<file path="config.mk">
export PLATFORM = sky130hd
export DESIGN_NAME = lzfg_ctrl
export DESIGN_NICKNAME = d
export VERILOG_FILES = /design/src/rtl/core/lzfg_pkg.sv /design/src/rtl/core/lzfg_ctrl.sv
export SDC_FILE = /design/constraint.sdc
export NUM_CORES = 1
export LEC_CHECK = 0
export ABC_AREA = 1
export ABC_CLOCK_PERIOD_IN_PS = 1250
export BUFFER_PORTS_ARGS = -buffer_cell sky130_fd_sc_hd__buf_2
export CAP_MARGIN = 20
export CORE_AREA = 3 3 40 42
export CTS_CLUSTER_SIZE = 30
export DETAILED_ROUTE_END_ITERATION = 12
export DIE_AREA = 0 0 43 45
export PLACE_DENSITY = 0.45
export REMOVE_ABC_BUFFERS = 1
export SLEW_MARGIN = 25
export SYNTH_ARGS = -nofsm -noshare
export SYNTH_HDL_FRONTEND = slang
export SYNTH_SLANG_ARGS = --single-unit
export TNS_END_PERCENT = 100
</file>
<file path="constraint.sdc">
create_clock -name clk -period 1.25 [get_ports clk]
set_input_delay 0.1875 -clock clk [delete_from_list [all_inputs] [get_ports clk]]
set_output_delay 0.1875 -clock clk [all_outputs]
set_load 0.03 [all_outputs]
</file>
<file path="src/rtl/core/lzfg_pkg.sv">
// Package for the LZ flag-group decompressor core.
// Holds the controller/datapath command and status types and the fixed constants.
// No dependencies.
`default_nettype none
package lzfg_pkg;

  localparam int unsigned MIN_MATCH    = 3;
  localparam int unsigned GROUP_TOKENS = 8;

  localparam logic [1:0] ST_OK        = 2'd0;
  localparam logic [1:0] ST_BAD_OFF   = 2'd1;
  localparam logic [1:0] ST_OVERRUN   = 2'd2;
  localparam logic [1:0] ST_TRUNCATED = 2'd3;

  typedef enum logic [1:0] {
    K_NONE,
    K_LIT,
    K_COPY
  } kind_t;

  typedef enum logic [2:0] {
    S_IDLE,
    S_RD,
    S_WR,
    S_EMIT,
    S_STAT
  } state_t;

  typedef struct packed {
    logic take;
    logic rd;
    logic wr;
    logic emit;
    logic stat;
  } cmd_t;

  typedef struct packed {
    kind_t kind;
    logic  take_eoi;
    logic  eoi;
    logic  pack_full;
    logic  copy_last;
    logic  copy_done;
    logic  out_free;
  } sts_t;

endpackage
`default_nettype wire

</file>
<file path="src/rtl/core/lzfg_ctrl.sv">
// Controller state machine for the LZ flag-group decompressor.
// Depends on lzfg_pkg; drives command signals into lzfg_dp.
`default_nettype none
module lzfg_ctrl (
  input  wire logic          clk,
  input  wire logic          rst_n,
  input  wire logic          in_valid,
  output logic               in_ready,
  input  wire lzfg_pkg::sts_t sts,
  output lzfg_pkg::cmd_t     cmd
);

  lzfg_pkg::state_t state_r, state_nxt;

  always_ff @(posedge clk) begin
    if (!rst_n) begin
      state_r <= lzfg_pkg::S_IDLE;
    end else begin
      state_r <= state_nxt;
    end
  end

  always_comb begin
    state_nxt = state_r;
    case (state_r)
      lzfg_pkg::S_IDLE: begin
        if (in_valid) begin
          case (sts.kind)
            lzfg_pkg::K_LIT:  state_nxt = lzfg_pkg::S_EMIT;
            lzfg_pkg::K_COPY: state_nxt = lzfg_pkg::S_RD;
            default:          state_nxt = sts.take_eoi ? lzfg_pkg::S_STAT : lzfg_pkg::S_IDLE;
          endcase
        end
      end
      lzfg_pkg::S_RD: state_nxt = lzfg_pkg::S_WR;
      lzfg_pkg::S_WR: begin
        if (sts.pack_full || sts.copy_last) begin
          state_nxt = lzfg_pkg::S_EMIT;
        end else begin
          state_nxt = lzfg_pkg::S_RD;
        end
      end
      lzfg_pkg::S_EMIT: begin
        if (sts.out_free) begin
          if (!sts.copy_done) begin
            state_nxt = lzfg_pkg::S_RD;
          end else if (sts.eoi) begin
            state_nxt = lzfg_pkg::S_STAT;
          end else begin
            state_nxt = lzfg_pkg::S_IDLE;
          end
        end
      end
      lzfg_pkg::S_STAT: begin
        if (sts.out_free) begin
          state_nxt = lzfg_pkg::S_IDLE;
        end
      end
      default: state_nxt = lzfg_pkg::S_IDLE;
    endcase
  end

  always_comb begin
    cmd      = '0;
    in_ready = 1'b0;
    case (state_r)
      lzfg_pkg::S_IDLE: begin
        in_ready = 1'b1;
        cmd.take = in_valid;
      end
      lzfg_pkg::S_RD:   cmd.rd   = 1'b1;
      lzfg_pkg::S_WR:   cmd.wr   = 1'b1;
      lzfg_pkg::S_EMIT: cmd.emit = sts.out_free;
      lzfg_pkg::S_STAT: cmd.stat = sts.out_free;
      default: cmd = '0;
    endcase
  end

endmodule
`default_nettype wire

</file>
Yosys cells after proc, flatten, opt, wreduce, memory -nomap -nowiden:

Index checks and enable logic that the tools add are counted.

* register bits after elaboration: 3
* bits of input ports: 11
* output and inout bits: 6

* equal/unequal tests: 9
* muxes and demuxes: 15
* reduce and logical (&&, ||, !) cells: 3

Operators by type and width (count)
* $mux 3: 6
* $pmux 3 s5: 1
* $eq 3x2->1 const B: 2
* $mux 1: 6
* $ne 2x2->1 const B: 3
* $pmux 3 s2: 1
* $eq 3x1->1 const B: 1
* $eq 3x3->1 const B: 1
* $logic_not 3->1: 1
* $reduce_and 3->1: 1
* $eq 2x1->1 const B: 1
* $eq 2x2->1 const B: 1
* $mux 2: 1
* $logic_or 1x1->1: 1

Depth between registers and ports, before layout:

Gate-level depths: netlist (run 1).

* word-level depth: 4
* depth in mapped cells: 7
* mapped depth without buffers: 7

Worst setup path after synthesis (run 1):

Ideal clock, no wire load.

* kind: flip-flop to output port
* from: reg state_r[2]
* to: out cmd[0] in the netlist's numbering
* data arrival time: 1412 ps
* data required time: 1062 ps
* slack: -349 ps
* stages on the path, launching flop included: 3
* path buffers: 0
* cells stage by stage: dfxtp_1 inv_1 nor4_1

RTL lines
* start: declaration: RTL line lzfg_ctrl.sv:13 `lzfg_pkg::state_t state_r, state_nxt;`
* start signal: assignment: RTL line lzfg_ctrl.sv:17 `state_r <= lzfg_pkg::S_IDLE;`
* start signal: assignment: RTL line lzfg_ctrl.sv:19 `state_r <= state_nxt;`
* end: declaration: RTL line lzfg_ctrl.sv:10 `output lzfg_pkg::cmd_t cmd`

==> run summary, run 1 <==
maximum clock rate -> 0.792 GHz
CTS tree -> built
fin nets -> 82
area inside the core boundary -> 1280 µm²
Die H -> 45 µm
aggregate global routing overflow -> 0
share of power burned in registers -> 0.231
Overall Power -> 0.600 mW
master cell of the clock root buffer -> sky130_fd_sc_hd__clkbuf_4
DRC Markers -> 0
maximum number of pins on one net before global-route repair -> 7
maximum root-to-sink buffer count -> 2
slowest stage cell, crit path -> sky130_fd_sc_hd__dfxtp_4
Starting Density -> 0.216
failing checks -> negative setup slack
share of post-route cells with drive strength above 1 -> 0.507
unrepaired setup endpoints after global routing -> yes
number of cell instances on the worst register-to-register path -> 6
final core utilization -> 0.371
initial detailed-routing violation count -> 3
launching element type of the critical path -> flop
Psw -> 0.248 mW
Period minus WS final -> 1260 ps
Max-Slew Margin vs Limit -> 0.862
post-synthesis to final-layout area growth -> 71.6%
proportion of synthesized chip area in sequential cells -> 0.216
flip-flop count of the largest register after layout -> 3
wire length of the first global-routing pass -> 1190 µm
Setup crit end kind -> output pin
synth top area cells -> sky130_fd_sc_hd__dfxtp_1, sky130_fd_sc_hd__nand2_1, sky130_fd_sc_hd__inv_1, sky130_fd_sc_hd__nand3_1, sky130_fd_sc_hd__nor2_2
max-cap viol count -> 0
synthesized area per cell -> 5.79 µm²
Final ANT Viol Nets -> 0
area of the mapped netlist -> 278 µm²
switching power as a share of total power -> 0.413
Reg-to-Reg Start -> state_r[2]
count of buffers from port buffering -> 16
Yosys cell types -> 15
leakage power -> 0.256 nW
iteration count of the initial detailed-routing pass -> 2
final count of pins violating max slew -> 0
crit path DAT -> 1070 ps
Int Pwr -> 0.352 mW
CP Class -> reg -> out
largest registers ranked by flip-flop count -> state_r x3
worst-case vdd ir drop -> 0.000451 V
instance count along the most critical hold path -> 3
Fin Clk Skew -> 5.25 ps
Detail Placement HPWL -> 560 µm
max incr delay on CP -> 360 ps
Post-Syn Instances -> 48
RePlAce Congestion -> 0.715
Worst Max-Slew Pin Slew -> 205 ps
average wire length per cell after detail routing -> 8.76 µm
Data required, critical path -> 1060 ps
overall routed net length -> 736 µm
family of cells with the greatest summed delay on the critical path -> flip-flops
clock buffers created by TritonCTS -> 3
list of cells traversed by the critical path -> nor4_2 > buf_4
count of non-filler cells in the finished layout -> 84
DR vias/cell -> 4.21
Vias -> 354
Hold Worst Slack -> 207 ps
I/O Pins -> 17
share of the synthesized area in the top cell type -> 0.216
largest fanout on the critical path -> 6
number of buffer and inverter instances along the worst setup path -> 1
x dimension of the die -> 43 µm
count of antenna diodes in the layout -> 0
largest register by flop count -> state_r
Power Density -> 1260 nW/µm²
H-tree depth reported by CTS -> 1
final instance area -> 477 µm²
num rows -> 13
final number of hold-violating endpoints -> 0
number of clock sinks seen by CTS -> 3
worst-case setup margin in the final layout -> -12.3 ps
share of power burned in the clock network -> 0.291
synthesis-stage register bit count -> 3
overall track demand over capacity in global routing -> 0.0815
latest clock arrival within the worst-skew pair -> 240 ps
path class of the lowest-slack min-delay path -> in -> reg
setup-violating endpoint count in the final report -> 1
biggest area consumer among synthesized cells -> sky130_fd_sc_hd__dfxtp_1
Clock Pin Slew Worst Setup and Hold Paths -> 40 ps
Cells after DPL -> 79
via count of the first global-routing pass -> 323
status -> finished, violations left
combinational share of power -> 0.478
start point of the worst hold path -> rst_n
post-route fraction of the period consumed by the critical path -> 1.01
number of antenna violations at the first check in global routing -> 0
overall die area -> 1940 µm²
Stages on worst setup path -> 2
Yosys warning count -> 0
commonest cells after routing, fill and taps aside -> sky130_fd_sc_hd__nand2_1, sky130_fd_sc_hd__inv_1, sky130_fd_sc_hd__buf_2
commonest non-fill, non-tap cell in the layout -> sky130_fd_sc_hd__nand2_1
area of placed instances -> 377 µm²
Critical Path Source -> state_r[0]
-- worst min-delay path, stage by stage --
cell	delay [ps]
sky130_fd_sc_hd__buf_2	90
sky130_fd_sc_hd__inv_1	80
sky130_fd_sc_hd__a21oi_1	50
-- metrics by stage --
step	setup slack, ps	TNS, ps
5_1_grt	-62.8	-207
2_1_floorplan	-349	-418
3_5_place_dp	105	0
6_report	-12.3	-12.3
3_3_place_gp	91.6	0
4_1_cts	-19.9	-39.5
-- cells by family (layout without fill, tap and decap cells) --
group / Yosys count / in the layout / share of synthesized area
flops: 3 / 3 / 0.216
fa+ha+maj: 1 / 1 / 0.0450
simple gates: 27 / 27 / 0.473
compound gates: 5 / 5 / 0.104
buf+inv: 12 / 33 / 0.162
-- final timing paths --
check | slack [ps] | to
worst max-delay path | -10 | cmd[0]
worst min register to register | 590 | state_r[2]
worst max register to register | 220 | state_r[1]
worst min-delay path | 210 | state_r[1]
-- layout make-up --
class | instances | area, µm²
clock buffer | 4 | 26.3
timing repair buffer | 17 | 114
inverter | 12 | 47.5
sequential | 3 | 71.3
fill | 143 | 808
multi-input combinational | 33 | 199
tap | 15 | 18.8
-- routing by layer --
layer  track usage  vias to the layer above  wire (µm)
met1        0.0865                      150        299
met5             0                        -          0
met4        0.0542                        0         16
met3        0.0159                        2         51
met2         0.147                       13        369
li1              -                      189          -
-- power by group through the flow --
stage,logic (mW),clock network (mW),registers (mW)
finish,0.287,0.174,0.139
global route,0.315,0.187,0.141
CTS,0.252,0.180,0.135
detailed placement,0.232,0,0.130
global placement,0.234,0,0.129
floorplan,0.172,0,0.127
-- timing repair --
item                                    in CTS  in global routing
hold buffers                                 0                  0
endpoints found under the setup margin       6                  6
pin swaps                                    2                  1
setup buffers                                1                  0
gates resized for setup                     10                 13
gates cloned                                 0                  0
-- synth_stat cells --
library cell and number:
sky130_fd_sc_hd__a21oi_1 3, sky130_fd_sc_hd__dfxtp_1 3, sky130_fd_sc_hd__ha_1 1, sky130_fd_sc_hd__inv_1 10, sky130_fd_sc_hd__inv_2 2, sky130_fd_sc_hd__nand2_1 11
sky130_fd_sc_hd__nand2_2 1, sky130_fd_sc_hd__nand2_4 1, sky130_fd_sc_hd__nand3_1 5, sky130_fd_sc_hd__nor2_1 3, sky130_fd_sc_hd__nor2_2 4, sky130_fd_sc_hd__nor3_1 1
sky130_fd_sc_hd__nor4_1 1, sky130_fd_sc_hd__o21ai_1 1, sky130_fd_sc_hd__o21ai_2 1
Note: power is estimated with default switching activity, not from simulation.
==> run 2, diff against run 1 <==
Settings changed: CTS_BUF_LIST set to sky130_fd_sc_hd__clkbuf_2.
==> run 2 against run 1 <==
Net effect:
- the run now ends clean
- cell area shrank 2.1%
- final cell count unchanged
- clock power decreased by 20%
- die area unchanged
- combinational power decreased by 3%
- hold slack gained 24 ps
- sequential share of layout area rose by 0.32 points
- via count decreased by 0.28%
- core utilization fell by 0.78 points
- total power is 7.2% lower
- critical endpoint unchanged
- highest routed layer unchanged
==> run summary, run 2 (synthesis gave the netlist of run 1 again) <==
share of post-route cells with drive strength above 1 -> 0.522
CTS tree -> built
Min-Delay Endpoint -> state_r[1]
overall routed net length -> 734 µm
fin nets -> 82
instance count along the most critical hold path -> 3
DRC Markers -> 0
number of filler instances in the final layout -> 143
Max-Slew Margin vs Limit -> 0.862
status -> finished clean
Fin Clk Skew -> 8.37 ps
start point of the worst hold path -> rst_n
via count of the first global-routing pass -> 322
flip-flop count of the largest register after layout -> 3
switching power as a share of total power -> 0.443
RePlAce Congestion -> 0.715
clock buffers created by TritonCTS -> 3
launching element type of the critical path -> flop
Int Pwr -> 0.310 mW
post-route fraction of the period consumed by the critical path -> 0.992
wire length of the first global-routing pass -> 1190 µm
Die H -> 45 µm
maximum root-to-sink buffer count -> 2
CP Class -> reg -> out
area inside the core boundary -> 1280 µm²
H-tree depth reported by CTS -> 1
I/O Pins -> 17
number of antenna violations at the first check in global routing -> 0
Worst Max-Slew Pin Slew -> 205 ps
average wire length per cell after detail routing -> 8.74 µm
master cell of the clock root buffer -> sky130_fd_sc_hd__clkbuf_2
maximum number of pins on one net before global-route repair -> 7
Detail Placement HPWL -> 560 µm
iteration count of the initial detailed-routing pass -> 2
Reg-to-Reg Start -> state_r[1]
Psw -> 0.246 mW
count of antenna diodes in the layout -> 0
Overall Power -> 0.557 mW
Starting Density -> 0.216
area used by sequential logic in the layout -> 71.3 µm²
unrepaired setup endpoints after global routing -> yes
share of power burned in registers -> 0.248
commonest cells after routing, fill and taps aside -> sky130_fd_sc_hd__nand2_1, sky130_fd_sc_hd__inv_1, sky130_fd_sc_hd__buf_2
number of clock sinks seen by CTS -> 3
share of power burned in the clock network -> 0.251
combined area of the multi-input logic cells -> 199 µm²
Clock Pin Slew Worst Setup and Hold Paths -> 50 ps
count of buffers from port buffering -> 16
overall track demand over capacity in global routing -> 0.0815
num rows -> 13
x dimension of the die -> 43 µm
Period minus WS final -> 1240 ps
endpoint of the most critical register-to-register path -> state_r[2]
post-synthesis to final-layout area growth -> 68.0%
largest fanout on the critical path -> 6
largest registers ranked by flip-flop count -> state_r x3
aggregate global routing overflow -> 0
max-cap viol count -> 0
largest register by flop count -> state_r
Data required, critical path -> 1060 ps
leakage power -> 0.257 nW
DR vias/cell -> 4.20
latest clock arrival within the worst-skew pair -> 210 ps
Vias -> 353
Final ANT Viol Nets -> 0
commonest non-fill, non-tap cell in the layout -> sky130_fd_sc_hd__nand2_1
Total Neg Setup Slack -> 0 ps
path class of the lowest-slack min-delay path -> in -> reg
overall die area -> 1940 µm²
final number of hold-violating endpoints -> 0
Setup crit end kind -> output pin
setup-violating endpoint count in the final report -> 0
worst-case vdd ir drop -> 0.000432 V
initial detailed-routing violation count -> 3
maximum clock rate -> 0.807 GHz
worst reg2reg setup slack -> 220 ps
final count of pins violating max slew -> 0
Power Density -> 1190 nW/µm²
crit path DAT -> 1050 ps
number of cell instances on the worst register-to-register path -> 7
combinational share of power -> 0.501
run 2: cell counts in the layout (fill, tap and decap cells not counted):
No cell type changed its count.
run 2: layout make-up:
class	instances	area share
Sequential cell	3	0.153
Clock buffer	4	0.0429
Inverter	12	0.102
Multi-Input combinational cell	33	0.426
Timing Repair Buffer	17	0.236
Tap cell	15	0.0402
run 2: worst max path at each step:
| stage | from | slack, ps | cells past startpoint | endpoint |
|---|---|---|---|---|
| after CTS | state_r[0] | -20 | 5 | cmd[1] |
| final | state_r[0] | 10 | 2 | cmd[0] |
| after detailed placement | state_r[0] | 100 | 5 | cmd[1] |
| after floorplan | state_r[2] | -350 | 2 | cmd[0] |
| after global placement | state_r[2] | 90 | 3 | cmd[0] |
| after global routing | state_r[1] | -40 | 5 | cmd[1] |
run 2: critical path, stage by stage, from the launching register on:
cell	delay [ps]
sky130_fd_sc_hd__dfxtp_4	370
sky130_fd_sc_hd__nor4_2	270
sky130_fd_sc_hd__buf_4	200
run 2: repair_timing:
| item | in CTS | in global routing |
|---|---|---|
| pin swaps | 1 | 2 |
| setup buffers | 1 | 0 |
| gates resized for setup | 9 | 13 |
| hold buffers | 0 | 0 |
| endpoints found under the setup margin | 5 | 5 |
run 2: layer usage:
layer | wire [µm] | global-route usage | part of all wire
met3 | 50 | 0.0159 | 0.068
met2 | 367 | 0.147 | 0.50
met4 | 17 | 0.0542 | 0.023
met1 | 299 | 0.0865 | 0.41
met5 | 0 | 0 | 0
run 2: power by group through the flow:
| stage | Combinational, mW | Clock (mW) | Sequential [mW] |
|---|---|---|---|
| after global routing | 0.307 | 0.152 | 0.141 |
| after detailed placement | 0.232 | 0 | 0.130 |
| after CTS | 0.252 | 0.143 | 0.133 |
| after floorplan | 0.172 | 0 | 0.127 |
| final | 0.279 | 0.139 | 0.138 |
| after global placement | 0.234 | 0 | 0.129 |
run 2: metrics by stage:
stage	setup WS (ps)	utilization	hold slack, ps	area, µm²	std cells
final	10.2	0.363	231	467	84
after global routing	-44.1	0.363	253	467	84
after CTS	-23.4	0.331	226	425	84
after detailed placement	105	0.293	458	377	79
after global placement	91.6	0.293	458	377	79
after floorplan	-349	-	339	278	48
